File: config.mk
export PLATFORM = sky130hd
export DESIGN_NAME = zps_ctrl
export DESIGN_NICKNAME = d
export VERILOG_FILES = /design/src/zps_pkg.sv /design/src/zps_ctrl.sv
export SDC_FILE = /design/constraint.sdc
export NUM_CORES = 1
export LEC_CHECK = 0
export ABC_CLOCK_PERIOD_IN_PS = 1900
export BUFFER_PORTS_ARGS = -buffer_cell sky130_fd_sc_hd__buf_4
export CAP_MARGIN = 10
export CORE_UTILIZATION = 40
export DETAILED_ROUTE_END_ITERATION = 7
export GPL_ROUTABILITY_DRIVEN = 0
export GPL_TIMING_DRIVEN = 1
export HOLD_SLACK_MARGIN = 0.1
export MAX_ROUTING_LAYER = met4
export PLACE_DENSITY_LB_ADDON = 0.12
export SYNTH_ARGS = -nofsm -noshare
export SYNTH_HDL_FRONTEND = slang
export SYNTH_SLANG_ARGS = --single-unit
File: constraint.sdc
create_clock -name clk_i -period 1.9 [get_ports clk_i]
set_input_delay 0.19 -clock clk_i [delete_from_list [all_inputs] [get_ports clk_i]]
set_output_delay 0.19 -clock clk_i [all_outputs]
set_load 0.01 [all_outputs]
File: src/zps_pkg.sv
package zps_pkg;

  localparam int unsigned ADDR_W = 16;
  localparam int unsigned COST_W = 4;

  localparam logic [1:0] CMD_EXEC  = 2'd0;
  localparam logic [1:0] CMD_WRITE = 2'd1;
  localparam logic [1:0] CMD_READ  = 2'd2;

  localparam logic [7:0] OP_NOP      = 8'h00;
  localparam logic [7:0] OP_LD_BC_NN = 8'h01;
  localparam logic [7:0] OP_LD_IBC_A = 8'h02;
  localparam logic [7:0] OP_INC_BC   = 8'h03;
  localparam logic [7:0] OP_INC_B    = 8'h04;
  localparam logic [7:0] OP_DEC_B    = 8'h05;
  localparam logic [7:0] OP_LD_B_N   = 8'h06;
  localparam logic [7:0] OP_RLCA     = 8'h07;
  localparam logic [7:0] OP_EX_AF    = 8'h08;
  localparam logic [7:0] OP_ADD_HLBC = 8'h09;
  localparam logic [7:0] OP_LD_A_IBC = 8'h0a;
  localparam logic [7:0] OP_DEC_BC   = 8'h0b;
  localparam logic [7:0] OP_INC_C    = 8'h0c;
  localparam logic [7:0] OP_DEC_C    = 8'h0d;
  localparam logic [7:0] OP_LD_C_N   = 8'h0e;
  localparam logic [7:0] OP_RRCA     = 8'h0f;
  localparam logic [7:0] OP_LD_HL_NN = 8'h21;
  localparam logic [7:0] OP_LD_A_N   = 8'h3e;

  localparam logic [7:0] F_SZPV  = 8'hc4;
  localparam logic [7:0] F_SXY   = 8'ha8;
  localparam logic [7:0] F_XY    = 8'h28;
  localparam logic [7:0] F_Z     = 8'h40;
  localparam logic [7:0] F_H     = 8'h10;
  localparam logic [7:0] F_PV    = 8'h04;
  localparam logic [7:0] F_N     = 8'h02;
  localparam logic [7:0] F_C     = 8'h01;

  typedef enum logic [2:0] {
    CLS_SIMPLE,
    CLS_IMM8,
    CLS_IMM16,
    CLS_STORE,
    CLS_LOAD
  } zps_cls_e;

  typedef enum logic [3:0] {
    ST_IDLE,
    ST_FETCH,
    ST_DECODE,
    ST_OPND_LO,
    ST_OPND_LO_WB,
    ST_OPND_HI_WB,
    ST_STORE,
    ST_LOAD,
    ST_LOAD_WB,
    ST_MEM_WR,
    ST_MEM_RD,
    ST_MEM_RD_WB,
    ST_FINISH
  } zps_state_e;

  typedef struct packed {
    logic latch_in;
    logic rd_pc;
    logic exec;
    logic take_lo;
    logic take_hi;
    logic wr_bc;
    logic rd_bc;
    logic take_ld;
    logic wr_addr;
    logic rd_addr;
    logic take_rd;
    logic load_out;
  } zps_cmd_t;

  typedef struct packed {
    logic     halted;
    logic     out_free;
    zps_cls_e cls;
  } zps_sts_t;

  function automatic zps_cls_e op_class(input logic [7:0] op);
    zps_cls_e c;
    case (op)
      OP_LD_B_N, OP_LD_C_N, OP_LD_A_N: c = CLS_IMM8;
      OP_LD_BC_NN, OP_LD_HL_NN:        c = CLS_IMM16;
      OP_LD_IBC_A:                     c = CLS_STORE;
      OP_LD_A_IBC:                     c = CLS_LOAD;
      default:                         c = CLS_SIMPLE;
    endcase
    return c;
  endfunction

  function automatic logic [COST_W-1:0] op_cost(input logic [7:0] op);
    logic [COST_W-1:0] c;
    case (op)
      OP_LD_BC_NN, OP_LD_HL_NN:                         c = 4'd10;
      OP_LD_IBC_A, OP_LD_B_N, OP_LD_A_IBC, OP_LD_C_N,
      OP_LD_A_N:                                        c = 4'd7;
      OP_INC_BC, OP_DEC_BC:                             c = 4'd6;
      OP_ADD_HLBC:                                      c = 4'd11;
      default:                                          c = 4'd4;
    endcase
    return c;
  endfunction

endpackage

File: src/zps_ctrl.sv
module zps_ctrl (
  input  logic             clk_i,
  input  logic             rst_ni,
  input  logic             in_valid_i,
  input  logic [1:0]       cmd_i,
  input  zps_pkg::zps_sts_t sts_i,
  output logic             in_stall_o,
  output zps_pkg::zps_cmd_t cmd_o
);

  zps_pkg::zps_state_e state_q, state_d;
  zps_pkg::zps_cls_e   cls_q, cls_d;
  logic                accept;

  assign accept     = in_valid_i && (state_q == zps_pkg::ST_IDLE);
  assign in_stall_o = (state_q != zps_pkg::ST_IDLE);

  always_ff @(posedge clk_i or negedge rst_ni) begin
    if (!rst_ni) begin
      state_q <= zps_pkg::ST_IDLE;
      cls_q   <= zps_pkg::CLS_SIMPLE;
    end else begin
      state_q <= state_d;
      cls_q   <= cls_d;
    end
  end

  always_comb begin
    state_d = state_q;
    cls_d   = cls_q;
    case (state_q)
      zps_pkg::ST_IDLE: begin
        if (accept) begin
          if (cmd_i == zps_pkg::CMD_EXEC && !sts_i.halted) begin
            state_d = zps_pkg::ST_FETCH;
          end else if (cmd_i == zps_pkg::CMD_WRITE) begin
            state_d = zps_pkg::ST_MEM_WR;
          end else if (cmd_i == zps_pkg::CMD_READ) begin
            state_d = zps_pkg::ST_MEM_RD;
          end else begin
            state_d = zps_pkg::ST_FINISH;
          end
        end
      end
      zps_pkg::ST_FETCH: state_d = zps_pkg::ST_DECODE;
      zps_pkg::ST_DECODE: begin
        cls_d = sts_i.cls;
        case (sts_i.cls)
          zps_pkg::CLS_IMM8, zps_pkg::CLS_IMM16: state_d = zps_pkg::ST_OPND_LO;
          zps_pkg::CLS_STORE:                    state_d = zps_pkg::ST_STORE;
          zps_pkg::CLS_LOAD:                     state_d = zps_pkg::ST_LOAD;
          default:                               state_d = zps_pkg::ST_FINISH;
        endcase
      end
      zps_pkg::ST_OPND_LO: state_d = zps_pkg::ST_OPND_LO_WB;
      zps_pkg::ST_OPND_LO_WB: begin
        if (cls_q == zps_pkg::CLS_IMM16) begin
          state_d = zps_pkg::ST_OPND_HI_WB;
        end else begin
          state_d = zps_pkg::ST_FINISH;
        end
      end
      zps_pkg::ST_OPND_HI_WB: state_d = zps_pkg::ST_FINISH;
      zps_pkg::ST_STORE:      state_d = zps_pkg::ST_FINISH;
      zps_pkg::ST_LOAD:       state_d = zps_pkg::ST_LOAD_WB;
      zps_pkg::ST_LOAD_WB:    state_d = zps_pkg::ST_FINISH;
      zps_pkg::ST_MEM_WR:     state_d = zps_pkg::ST_FINISH;
      zps_pkg::ST_MEM_RD:     state_d = zps_pkg::ST_MEM_RD_WB;
      zps_pkg::ST_MEM_RD_WB:  state_d = zps_pkg::ST_FINISH;
      zps_pkg::ST_FINISH: begin
        if (sts_i.out_free) begin
          state_d = zps_pkg::ST_IDLE;
        end
      end
      default: state_d = zps_pkg::ST_IDLE;
    endcase
  end

  always_comb begin
    cmd_o = '0;
    case (state_q)
      zps_pkg::ST_IDLE:       cmd_o.latch_in = accept;
      zps_pkg::ST_FETCH:      cmd_o.rd_pc    = 1'b1;
      zps_pkg::ST_DECODE:     cmd_o.exec     = 1'b1;
      zps_pkg::ST_OPND_LO:    cmd_o.rd_pc    = 1'b1;
      zps_pkg::ST_OPND_LO_WB: begin
        cmd_o.take_lo = 1'b1;
        cmd_o.rd_pc   = (cls_q == zps_pkg::CLS_IMM16);
      end
      zps_pkg::ST_OPND_HI_WB: cmd_o.take_hi  = 1'b1;
      zps_pkg::ST_STORE:      cmd_o.wr_bc    = 1'b1;
      zps_pkg::ST_LOAD:       cmd_o.rd_bc    = 1'b1;
      zps_pkg::ST_LOAD_WB:    cmd_o.take_ld  = 1'b1;
      zps_pkg::ST_MEM_WR:     cmd_o.wr_addr  = 1'b1;
      zps_pkg::ST_MEM_RD:     cmd_o.rd_addr  = 1'b1;
      zps_pkg::ST_MEM_RD_WB:  cmd_o.take_rd  = 1'b1;
      zps_pkg::ST_FINISH:     cmd_o.load_out = sts_i.out_free;
      default:                cmd_o = '0;
    endcase
  end

endmodule

## After elaboration in Yosys (flattened, before gate mapping)

Index checks and enable logic that the tools add are counted.
W data, S select, Z words.

| word-level totals | value |
|---|---|
| logic and storage cells | 53 |
| register bits after elaboration | 7 |
| output and inout port bits | 13 |
| bits of input ports | 10 |

| operators by class | value |
|---|---|
| equal/unequal tests | 21 |
| reduce and logical (&&, ||, !) cells | 10 |
| mux-type cells | 20 |

Operator list:

| cell | count |
|---|---|
| $pmux W4 S9 | 1 |
| $eq A4 B4 Y1 const B | 5 |
| $eq A4 B3 Y1 const B | 4 |
| $mux W4 | 4 |
| $pmux W4 S3 | 1 |
| $mux W1 | 11 |
| $eq A3 B2 Y1 const B | 3 |
| $eq A4 B2 Y1 const B | 2 |
| $mux W3 | 2 |
| $reduce_or A5 Y1 | 1 |
| $eq A4 B1 Y1 const B | 1 |
| $logic_not A4 Y1 | 1 |
| $ne A2 B2 Y1 const B | 2 |
| $reduce_bool A4 Y1 | 1 |
| $reduce_or A2 Y1 | 2 |
| $eq A3 B1 Y1 const B | 1 |
| $eq A3 B3 Y1 const B | 1 |
| $eq A2 B1 Y1 const B | 1 |
| $eq A2 B2 Y1 const B | 1 |
| $logic_and A1 B1 Y1 | 2 |
| $logic_not A2 Y1 | 1 |
| $pmux W1 S2 | 1 |
| $reduce_and A2 Y1 | 1 |
| $logic_not A1 Y1 | 1 |

## Logic depth before layout (Yosys ltp)

Gate-level depths: netlist (run 1).

| depth | value |
|---|---|
| depth in word-level cells | 6 |
| depth in mapped cells | 7 |
| mapped depth without buffers | 7 |

## Worst setup path before layout (run 1)

Ideal clock, no wire load.

| timing | value |
|---|---|
| kind | reg2reg |
| start | reg state_q[2] |
| end | reg state_q[0] |
| clock period less this slack | 1.483 ns |
| setup slack | 0.417 ns |
| arrival time | 1.389 ns |
| path buffers | 1 |
| setup time | 0.094 ns |
| cell stages (with the launch flop) | 5 |
| required time | 1.806 ns |
| path through | dfrtp_1 clkbuf_1 nor3_2 o211ai_1 a221oi_2 |

| on the way | value |
|---|---|
| word-level cells in the longest chain between the ends | 4 |
| elaborated cells on any way between the ends | 19 |
| classes of those cells | eq/ne (14); mux (1); reduce/logical (4) |

RTL lines:

| item | line | text |
|---|---|---|
| start: declaration | zps_ctrl.sv:11 | `zps_pkg::zps_state_e state_q, state_d;` |
| start signal: assignment | zps_ctrl.sv:20 | `state_q <= zps_pkg::ST_IDLE;` |
| start signal: assignment | zps_ctrl.sv:23 | `state_q <= state_d;` |
| parallel branches: the longest is 4 deep, another holds $pmux W4 S9 | n/a |  |

Parallel ways; which one is timed is not known.
A chain may end at the register's enable or synchronous reset.

==> results of run 1 <==
[worst max-delay path, delay by kind of cell (launching register included)]
kind          cells  cell delay (ns)
buf+inv           2             0.18
flops             1             0.34
simple gates      4             0.80
[what timing repair did]
action,4_1_cts,5_1_grt
setup endpoints to repair,0,0
hold endpoints to repair,7,0
hold buffers,1,0
[cells in the mapped netlist (2+ instances only)]
cell | number | area share (%)
nor2_1 | 21 | 12
dfrtp_1 | 7 | 28
nand2_1 | 7 | 4.1
nor3_1 | 6 | 4.7
inv_1 | 4 | 2.4
o21ai_0 | 4 | 3.1
a31oi_1 | 3 | 3.0
ha_1 | 3 | 5.9
mux2_2 | 3 | 5.3
o211ai_1 | 3 | 3.5
o21ai_1 | 3 | 2.4
clkbuf_1 | 2 | 1.2
o21a_1 | 2 | 2.4
[layout make-up]
class	instances	area [um2]	share of cell area (%)
Clock buffer	4	26.3	2.98
Inverter	5	18.8	2.13
Multi-Input combinational cell	70	429	48.7
Sequential cell	7	175	19.9
Tap cell	16	20.0	2.27
Timing Repair Buffer	28	213	24.1
[registers in the layout, summed over array words and instances, names as in the netlist]
name and cells:
state_q 4, cls_q 3
[path summary, 6_finish.rpt]
path                                 start         end  slack, ns  cells past startpoint
worst min register to register    cls_q[2]    cls_q[2]       0.51                      1
min in group asynchronous           rst_ni  state_q[0]       0.29                      2
worst max register to register  state_q[2]  state_q[3]       0.18                      6
worst max-delay path            state_q[2]   cmd_o[10]       0.13                      6
max in group asynchronous           rst_ni    cls_q[1]       1.49                      2
worst min-delay path              sts_i[2]    cls_q[2]       0.23                      2
[power by group through the flow]
stage,sequential [uW],combinational [uW],clock (uW)
2_1_floorplan,261,509,0
3_3_place_gp,280,768,0
3_5_place_dp,280,776,0
4_1_cts,278,787,137
5_1_grt,289,884,152
6_report,278,795,133
[routing by layer]
layer,vias to the layer above,share of wire [%],global-route usage [%]
met5,-,0,-
met4,0,0.47,12.9
met3,2,6.1,2.61
met2,36,50,35.9
met1,331,44,30.4
li1,355,-,-
[kinds of logic (layout without fill, tap and decap cells)]
logic type / Yosys count / after routing / synth area share (%)
flops: 7 / 7 / 27.6
simple gates: 41 / 41 / 29.9
xor+xnor: 2 / 2 / 2.76
fa+ha+maj: 3 / 3 / 5.91
compound gates: 21 / 21 / 23.6
mux: 3 / 3 / 5.31
buf+inv: 8 / 37 / 4.92
[cells in the final DEF (no fill, tap or decap), drive strengths merged]
master,synthesis,layout
buf,1,27
nor2,21,21
nand2,7,7
dfrtp,7,7
nor3,7,7
o21ai,7,7
inv,5,5
clkbuf,2,4
o211ai,3,3
a31oi,3,3
mux2,3,3
ha,3,3
o21a,2,2
or2b,1,1
nand2b,1,1
or4b,1,1
and3,1,1
nand3,1,1
a311oi,1,1
nor2b,1,1
a211oi,1,1
o21bai,1,1
o31ai,1,1
xor2,1,1
a221oi,1,1
xnor2,1,1
a21o,1,1
dlygate4sd3,0,1
[metrics by stage]
stage	setup WS (ns)	power (uW)	hold slack, ns
5_1_grt	0.0280	1320	0.225
3_5_place_dp	0.260	1060	0.00681
6_report	0.133	1210	0.228
4_1_cts	0.129	1200	0.219
3_3_place_gp	0.294	1050	0.00435
2_1_floorplan	0.417	770	-0.106
==> results.rst, run 1 <==
.. list-table::
   :header-rows: 1

   * - Metric
     - Value
   * - Final setup TNS
     - 0 ns
   * - Standard cell core area
     - 1490 um2
   * - Register area share after synthesis
     - 27.6%
   * - Post-DP HPWL
     - 1320 um
   * - FFs w/ async S/R, synth
     - between 90% and 100%
   * - Number of diodes
     - 0
   * - First-pass iteration count of the detailed router
     - 4
   * - Class of the worst hold path
     - input port to register
   * - Post-route cell area
     - 882 um2
   * - Total number of vias
     - a little over 700
   * - Final setup violation count
     - 0
   * - Reg clk slew, reported paths
     - about 0.05 ns
   * - Total placed instance area
     - 846 um2
   * - Post-CTS setup buffers
     - 0
   * - Clock net sink count
     - 7
   * - Number of DRC violations after detailed routing
     - 0
   * - Total standard cell area after synthesis
     - 636 um2
   * - Switching power share of the total
     - 46.4%
   * - Final count of pins violating max slew
     - 0
   * - Largest net degree at the start of global routing
     - 13
   * - Max stage delay on crit path
     - 0.55 ns
   * - Post_cts resized
     - 0
   * - Post-route minimum period
     - approximately 1.8 ns
   * - Number of DRC markers in iteration 0
     - 48
   * - Share of power burned in the clock network
     - 11.0%
   * - Crit path cell chain
     - inv_1 -> or4b_4 -> nor2_1 -> nor2_1 -> nor2_1 -> buf_4
   * - FF+latch count, synth
     - 7
   * - Boundary Pins
     - 23
   * - Slew headroom
     - a little over 70%
   * - Most used DFF post-synth
     - dfrtp_1
   * - Pwr Density
     - around 1400 nW/um2
   * - DRT Wirelength
     - roughly 1700 um
   * - Fillers
     - 150
   * - Hold violation count in the final report
     - 0
   * - IO buf count
     - 22
   * - Actual transition at the worst max-transition pin
     - 0.422 ns
   * - Critical path startpoint category
     - register
   * - Most frequent CP cell
     - nor2_1
   * - Number of nets in the synthesized netlist
     - 98
   * - Growth of design area from synthesis to finish
     - 38.8%
   * - Data arrival at the endpoint of the critical path
     - 1.58 ns
   * - Vias per Instance
     - 5.57
   * - Combinational cell fraction of total power
     - between 60% and 70%
   * - Power dissipated by switching net loads
     - ~560 uW
   * - Layout cell share with drive strength beyond 1
     - 33.3%
   * - Crit-path max FO
     - 3
   * - RSZ-0062 raised after global routing
     - no
   * - Max rail drop VDD
     - 0.560 mV
   * - Post-route clock skew
     - 0.00317 ns
   * - Internal power
     - approximately 650 uW
   * - Status
     - finished clean
   * - Clock tree root driver cell
     - clkbuf_4
   * - Sequential Power Share
     - 23.0%
   * - Final worst path period share
     - 93.0%
   * - Post-synthesis area per instance
     - ~7.5 um2
   * - Max-capacitance violation count
     - 0
   * - Routed WL per cell
     - 13.1 um
   * - TritonCTS clock tree
     - yes
   * - Initial antenna violation count
     - 0
   * - Startpoint-to-endpoint class of the critical path
     - register to primary output
   * - Endpoint required time on the critical path
     - 1.71 ns
   * - Horizontal die dimension
     - 41.9 um
   * - Nets
     - 128
   * - Leakage power total
     - 0.000417 uW
   * - Slowest cell on crit path
     - or4b_4
   * - Number of cells in the finished layout apart from fillers
     - 130
   * - Number of instances in the synthesized netlist
     - 85
   * - Clock latency reported for the late side of the worst-skew pair
     - 0.25 ns
   * - Number of routed nets with antenna violations
     - 0
   * - Highest attainable clock frequency
     - 566 MHz
   * - H-tree lvl count
     - 1
   * - Count of flip-flops with a built-in enable after synthesis
     - 0
   * - Count of distinct cell types in the synthesized netlist
     - 30
   * - Largest buffer count on any clock path
     - 2
   * - Final cell utilization of the core
     - 59.2%
   * - Number of rows created at floorplan
     - 14
   * - Effective utilization at floorplan
     - between 40% and 50%
   * - Synthesis warning total
     - 0
   * - Full die area
     - between 1500 and 2000 um2
   * - Overall global routing resource usage
     - 23.6%
   * - Via count of the first global-routing pass
     - 697
   * - Sort of element at the end of the critical path
     - primary output
   * - Die Ht
     - 41.9 um
   * - Overflow left after global routing
     - 0
   * - First-pass GRT wire length
     - 3140 um
   * - Placed cell count
     - roughly 130
   * - Number of buffers created by CTS
     - 3
(Power assumes the default switching activity.)
==> run 2: changes to the inputs <==
--- a/config.mk
+++ b/config.mk
@@ -16,4 +16,5 @@
 export MAX_ROUTING_LAYER = met4
 export PLACE_DENSITY_LB_ADDON = 0.12
+export REMOVE_ABC_BUFFERS = 1
 export SYNTH_ARGS = -nofsm -noshare
 export SYNTH_HDL_FRONTEND = slang
==> constraint.sdc (replaced) <==
create_clock -name clk_i -period 1.9 [get_ports clk_i]
set_input_delay 0.38 -clock clk_i [delete_from_list [all_inputs] [get_ports clk_i]]
set_output_delay 0.38 -clock clk_i [all_outputs]
set_load 0.01 [all_outputs]
==> run 2 against run 1 <==
The flow now finishes with violations (setup timing). Hold slack improved by 0.18 ns. Final cell count increased by 0.77%. Setup slack got worse by 0.14 ns.
==> results.rst, run 2 (same netlist as run 1, synthesis figures left out) <==
.. list-table::
   :header-rows: 1

   * - Metric
     - Value
   * - Status
     - finished with violations
   * - Violated checks
     - setup timing
   * - Largest regs
     - state_q (4), cls_q (3)
   * - Fillers
     - 147 (-2.0%)
   * - Total placed instance area
     - 838 um2 (-0.89%)
   * - First-pass GRT wire length
     - 2890 um (-7.9%)
   * - Crit path cell chain
     - inv_1 -> or4b_4 -> nor2_2 -> nor2_1 -> nor2_1 -> buf_4
   * - Worst-case setup margin in the final layout
     - -0.00715 ns (-0.140 ns)
   * - Worst-case reg-to-reg path depth
     - 7 (+1)
   * - Register bank with the most flops
     - state_q
   * - Clock tree root driver cell
     - clkbuf_4
   * - Growth of design area from synthesis to finish
     - 41.3%
   * - Reg clk slew, reported paths
     - 0.05 ns (about the same)
   * - Sequential Area
     - 175 um2 (unchanged)
   * - Final setup TNS
     - -0.0101 ns (-0.0101 ns)
   * - Combinational cell fraction of total power
     - 65.7% (-0.3 points)
   * - Number of flip-flops in the largest register
     - 4 (unchanged)
   * - Slowest cell on crit path
     - or4b_4
   * - Start point of the worst hold path
     - sts_i[1]
   * - IO buf count
     - 22 (unchanged)
   * - Largest net degree at the start of global routing
     - 13 (unchanged)
   * - Overall global routing resource usage
     - 21.2% (-2.3 points)
   * - Slew headroom
     - 71.3% (-0.44 points)
   * - Clock net sink count
     - 7 (unchanged)
   * - Routed WL per cell
     - 12.6 um (-3.7%)
   * - Number of DRC markers in iteration 0
     - 18 (-63%)
   * - Layout cell share with drive strength beyond 1
     - 36.5% (+3.2 points)
   * - Leakage power total
     - 0.000422 uW (+1.1%)
   * - Actual transition at the worst max-transition pin
     - 0.429 ns (+0.00709 ns)
   * - Startpoint-to-endpoint class of the critical path
     - register to primary output
   * - R2r startpoint
     - state_q[2]
   * - Switching power share of the total
     - 45.7% (-0.63 points)
   * - Standard cell core area
     - 1490 um2 (unchanged)
   * - Number of rows created at floorplan
     - 14 (unchanged)
   * - Number of cells in the finished layout apart from fillers
     - 131 (+0.77%)
   * - Data arrival at the endpoint of the critical path
     - 1.53 ns (-0.05 ns)
   * - Sequential Power Share
     - 23.2% (+0.2 points)
   * - Final setup violation count
     - 2 (+2)
   * - Final worst path period share
     - 100% (+7.4 points)
   * - Number of diodes
     - 0 (unchanged)
   * - Post-route clock skew
     - 0.00223 ns (-0.000939 ns)
   * - Area taken by multi-input logic gates
     - 438 um2 (+2.0%)
   * - Post-route minimum period
     - 1.91 ns (+0.140 ns)
   * - Most common cell after layout, fill and taps aside
     - buf_4
   * - Pwr Density
     - 1380 nW/um2 (+0.86%)
   * - Power dissipated by switching net loads
     - 566 uW (+1.3%)
   * - Setup WS pre-CTS
     - 0.233 ns (-0.0275 ns)
   * - Endpoint of the most critical register-to-register path
     - state_q[2]
   * - Largest buffer count on any clock path
     - 2 (unchanged)
   * - Max-capacitance violation count
     - 0 (unchanged)
   * - Boundary Pins
     - 23 (unchanged)
   * - Die Ht
     - 41.9 um (unchanged)
   * - Hold endpoint
     - cls_q[1]
   * - Number of routed nets with antenna violations
     - 0 (unchanged)
   * - Overflow left after global routing
     - 0 (unchanged)
   * - RSZ-0062 raised after global routing
     - yes
   * - Highest attainable clock frequency
     - 524 MHz (-7.3%)
   * - Critical path startpoint category
     - register
   * - Max rail drop VDD
     - 0.714 mV (+27%)
   * - Full die area
     - 1750 um2 (unchanged)
   * - Placed cell count
     - 124 (-0.80%)
   * - Top library cells by usage in the layout, fill and taps aside
     - buf_4, nor2_1, nand2_1, dfrtp_1, nor3_1
   * - Number of DRC violations after detailed routing
     - 0 (unchanged)
   * - Final count of pins violating max slew
     - 0 (unchanged)
   * - Class of the worst hold path
     - input port to register
   * - Number of buffers created by CTS
     - 3 (unchanged)
   * - Most frequent CP cell
     - nor2_1
   * - Post-route cell area
     - 898 um2 (+1.8%)
   * - Reg-to-reg setup timing slack
     - 0.16 ns (-0.02 ns)
   * - First-pass iteration count of the detailed router
     - 4 (unchanged)
   * - Post-DP HPWL
     - 1260 um (-4.8%)
   * - Share of power burned in the clock network
     - 11.2% (+0.2 points)
   * - Hold-critical path depth
     - 2 (unchanged)
   * - Max stage delay on crit path
     - 0.53 ns (-0.02 ns)
   * - DRT Wirelength
     - 1660 um (-3.0%)
   * - Hold violation count in the final report
     - 0 (unchanged)
   * - H-tree lvl count
     - 1 (unchanged)
   * - Total number of vias
     - 732 (+1.1%)
   * - Endpoint required time on the critical path
     - 1.52 ns (-0.19 ns)
   * - Sort of element at the end of the critical path
     - primary output
   * - Vias per Instance
     - 5.59 (+0.33%)
   * - Crit-path max FO
     - 2 (-1)
   * - TritonCTS clock tree
     - yes
   * - Clock latency reported for the late side of the worst-skew pair
     - 0.25 ns (about the same)
   * - Initial antenna violation count
     - 0 (unchanged)
   * - WHS
     - 0.411 ns (+0.183 ns)
   * - Internal power
     - 672 uW (+3.9%)
   * - Effective utilization at floorplan
     - 42.7% (unchanged)
   * - Via count of the first global-routing pass
     - 649 (-6.9%)
   * - Nets
     - 129 (+0.78%)
   * - Horizontal die dimension
     - 41.9 um (unchanged)
==> run 2: timing repair <==
action / in CTS / in global routing
setup endpoints to repair: 1 / 5
gates resized for setup: 0 / 3
setup buffers: 2 / 0
hold buffers: 1 / 0
pin swaps: 2 / 1
endpoints found under the hold margin: 7 / 0
==> run 2: worst max path at each step <==
stage                from         to  slack [ns]  cells after the start
5_1_grt        state_q[2]  cmd_o[10]       -0.07                      6
6_report       state_q[2]  cmd_o[10]      -0.007                      6
4_1_cts          cls_q[0]  cmd_o[10]       -0.03                      5
2_1_floorplan  state_q[2]  cmd_o[10]        0.08                      5
3_5_place_dp   state_q[2]  cmd_o[10]        0.23                      6
3_3_place_gp   state_q[2]  cmd_o[10]        0.25                      6
==> run 2: metrics by stage <==
stage | power, uW | util [%]
final | 1240 | 60.3
after global routing | 1350 | 60.3
after CTS | 1210 | 59.7
after detailed placement | 1050 | 56.3
after global placement | 1030 | 56.3
after floorplan | 750 | -
==> run 2: worst max-delay path: cells and delay by family, from the launching register on <==
family / cells / cell delay, ns
and+or+nand+nor: 4 / 0.74
DFF: 1 / 0.35
buffers and inverters: 2 / 0.19
==> run 2: layout make-up <==
class / instances / area share (%)
multi-input combinational: 70 / 48.7
timing repair buffer: 29 / 24.5
sequential: 7 / 19.5
clock buffer: 4 / 2.92
tap: 16 / 2.23
inverter: 5 / 2.09
==> run 2: power by group through the flow <==
stage,sequential (uW),clock (uW),combinational [uW]
after global routing,299,147,901
after global placement,282,0,752
after detailed placement,288,0,763
after CTS,285,137,790
after floorplan,321,0,428
final,287,138,813
==> run 2: routing by layer <==
metal / up-vias / track usage [%] / share of wire, %
met5: - / - / 0
met4: 0 / 3.87 / 0.66
met3: 2 / 2.61 / 7.2
met2: 34 / 35.3 / 49
met1: 335 / 28.0 / 43
li1: 361 / - / -
==> run 3: changes to the inputs <==
- CORE_UTILIZATION: 40 -> 47
==> run 3 against run 2 <==
Sequential power is 9.1% higher. Final cell count is 3.1% lower. Critical endpoint unchanged. Die area is 14% lower. Sequential share of layout area is 0.33 points higher. The run still ends with setup timing left. Hold slack better by 0.011 ns. Utilization is 15 points higher. Clock-buffer cell count stayed put. Clock skew is 0.0037 ns higher. Design area is 0.97% lower. Non-clock buffer count is 2 lower.
==> results.rst, run 3 (same netlist as run 1, synthesis figures left out) <==
.. list-table::
   :header-rows: 1

   * - Metric
     - Value
   * - Violated checks
     - setup timing
   * - Overflow left after global routing
     - 0 (unchanged)
   * - Max-capacitance violation count
     - 0 (unchanged)
   * - Endpoint required time on the critical path
     - 1.52 ns (about the same)
   * - Hold violation count in the final report
     - 0 (unchanged)
   * - Number of flip-flops in the largest register
     - 4 (unchanged)
   * - Slew headroom
     - 76.7% (+5.4 points)
   * - Max rail drop VDD
     - 0.954 mV (+34%)
   * - Crit path cell chain
     - inv_1 -> or4b_4 -> nor2_1 -> nor2_1 -> nor2_1 -> buf_4
   * - Post-route cell area
     - 890 um2 (-0.97%)
   * - Highest attainable clock frequency
     - 519 MHz (-1.0%)
   * - Most common cell after layout, fill and taps aside
     - buf_4
   * - TritonCTS clock tree
     - yes
   * - Post-route minimum period
     - 1.93 ns (+0.0192 ns)
   * - Design Power
     - 1230 uW (-0.87%)
   * - Number of buffers created by CTS
     - 3 (unchanged)
   * - H-tree lvl count
     - 1 (unchanged)
   * - Startpoint-to-endpoint class of the critical path
     - register to primary output
   * - Pwr Density
     - 1380 nW/um2 (+0.10%)
   * - Standard cell core area
     - 1190 um2 (-20%)
   * - Final worst path period share
     - 101% (+1.0 points)
   * - Boundary Pins
     - 23 (unchanged)
   * - DRT Wirelength
     - 1620 um (-2.5%)
   * - Worst-case setup margin in the final layout
     - -0.0264 ns (-0.0192 ns)
   * - Final count of pins violating max slew
     - 0 (unchanged)
   * - Total number of vias
     - 696 (-4.9%)
   * - Vias per Instance
     - 5.48 (-1.9%)
   * - Setup WS pre-CTS
     - 0.228 ns (-0.00440 ns)
   * - Final setup violation count
     - 1 (-1)
   * - Overall global routing resource usage
     - 25.8% (+4.6 points)
   * - Leakage power total
     - 0.000413 uW (-2.1%)
   * - Crit-path max FO
     - 2 (unchanged)
   * - First-pass iteration count of the detailed router
     - 4 (unchanged)
   * - Reg clk slew, reported paths
     - 0.05 ns (about the same)
   * - Initial antenna violation count
     - 0 (unchanged)
   * - Number of rows created at floorplan
     - 12 (-2)
   * - Largest regs
     - state_q (4), cls_q (3)
   * - Combinational cell fraction of total power
     - 63.7% (-2.0 points)
   * - Top library cells by usage in the layout, fill and taps aside
     - buf_4, nor2_1, nand2_1
   * - Share of power burned in the clock network
     - 10.8% (-0.4 points)
   * - Full die area
     - 1500 um2 (-14%)
   * - Register bank with the most flops
     - state_q
   * - Most frequent CP cell
     - nor2_1
   * - Layout cell share with drive strength beyond 1
     - 35.4% (-1.1 points)
   * - Critical path startpoint category
     - register
   * - Nets
     - 127 (-1.6%)
   * - Class of the worst hold path
     - input port to register
   * - First-pass GRT wire length
     - 2570 um (-11%)
   * - Internal power
     - 665 uW (-1.1%)
   * - Switching power share of the total
     - 45.8% (+0.11 points)
   * - Clock tree root driver cell
     - clkbuf_4
   * - Slowest cell on crit path
     - or4b_4
   * - Largest net degree at the start of global routing
     - 13 (unchanged)
   * - Effective utilization at floorplan
     - 53.6% (+11 points)
   * - Clock latency reported for the late side of the worst-skew pair
     - 0.25 ns (about the same)
   * - IO buf count
     - 22 (unchanged)
   * - RSZ-0062 raised after global routing
     - yes
   * - Buffer and inverter count on the worst path
     - 2 (unchanged)
   * - Sequential Power Share
     - 25.5% (+2.3 points)
   * - Total placed instance area
     - 821 um2 (-2.1%)
   * - Crit path max-delay family
     - simple AND/OR/NAND/NOR gates
   * - Post-DP HPWL
     - 1200 um (-4.5%)
   * - Via count of the first global-routing pass
     - 619 (-4.6%)
   * - Die Ht
     - 38.8 um (-7.4%)
   * - Sort of element at the end of the critical path
     - primary output
   * - Status
     - finished with violations
   * - Power dissipated by switching net loads
     - 563 uW (-0.64%)
   * - Number of DRC violations after detailed routing
     - 0 (unchanged)
   * - Clock net sink count
     - 7 (unchanged)
   * - Max stage delay on crit path
     - 0.48 ns (-0.05 ns)
   * - Number of DRC markers in iteration 0
     - 18 (unchanged)
   * - Routed WL per cell
     - 12.7 um (+0.54%)
   * - Post-route clock skew
     - 0.00598 ns (+0.00375 ns)
   * - Number of diodes
     - 0 (unchanged)
   * - Largest buffer count on any clock path
     - 2 (unchanged)
   * - Data arrival at the endpoint of the critical path
     - 1.55 ns (+0.02 ns)
   * - Growth of design area from synthesis to finish
     - 40.0%
   * - Horizontal die dimension
     - 38.8 um (-7.4%)
   * - Actual transition at the worst max-transition pin
     - 0.348 ns (-0.0811 ns)
   * - Number of routed nets with antenna violations
     - 0 (unchanged)
==> run 3: final timing paths <==
check,from,to,slack [ns],cells after the start
max,state_q[2],cmd_o[10],-0.03,6
min,sts_i[1],cls_q[1],0.42,2
max reg2reg,state_q[2],state_q[3],0.20,7
min reg2reg,cls_q[1],cls_q[1],0.50,1
max in group asynchronous,rst_ni,state_q[1],1.28,2
min in group asynchronous,rst_ni,state_q[3],0.49,2
==> run 3: worst reg2reg max path, delay by kind of cell, from the launching register on <==
family	cells	cell delay, ns
AO/OA/AOI/OAI	3	0.60
buffers and inverters	2	0.29
flip-flops	1	0.39
AND/OR/NAND/NOR	2	0.28
==> run 3: routing by layer <==
metal / up-vias / GRT usage [%] / share of wire, %
met4: 0 / 3.45 / 0.87
met1: 311 / 29.6 / 44
met5: - / - / 0
met2: 27 / 44.6 / 49
li1: 356 / - / -
met3: 2 / 8.67 / 5.4
==> run 3: final cells by class <==
| type | count | area [um2] |
|---|---|---|
| well taps | 14 | 17.5 |
| flip-flops and latches | 7 | 176 |
| fillers | 106 | 297 |
| inverters | 5 | 18.8 |
| clock buffers | 4 | 26.3 |
| repair buffers | 27 | 209 |
| multi-input cells | 70 | 442 |
==> run 3: power groups by stage <==
stage	clock (uW)	sequential (uW)	combinational (uW)
after detailed placement	0	303	711
after floorplan	0	321	428
after CTS	135	299	740
final	133	313	781
after global placement	0	300	710
after global routing	144	322	852
==> run 3: stage by stage <==
stage	hold WS, ns	cells	util (%)	TNS (ns)
after floorplan	0.0844	82	-	0
after global placement	0.195	120	69.2	0
after detailed placement	0.195	120	69.2	0
after CTS	0.414	127	73.5	-0.0145
after global routing	0.420	127	75.0	-0.0847
final	0.422	127	75.0	-0.0264
==> run 3: what timing repair did <==
| action | 4_1_cts | 5_1_grt |
|---|---|---|
| cloned | 0 | 0 |
| endpoints found under the hold margin | 7 | 0 |
| setup endpoints to repair | 2 | 7 |
| resized for setup | 0 | 5 |
| pin swaps | 2 | 1 |
| hold buffers | 1 | 0 |
| setup buffers | 2 | 0 |
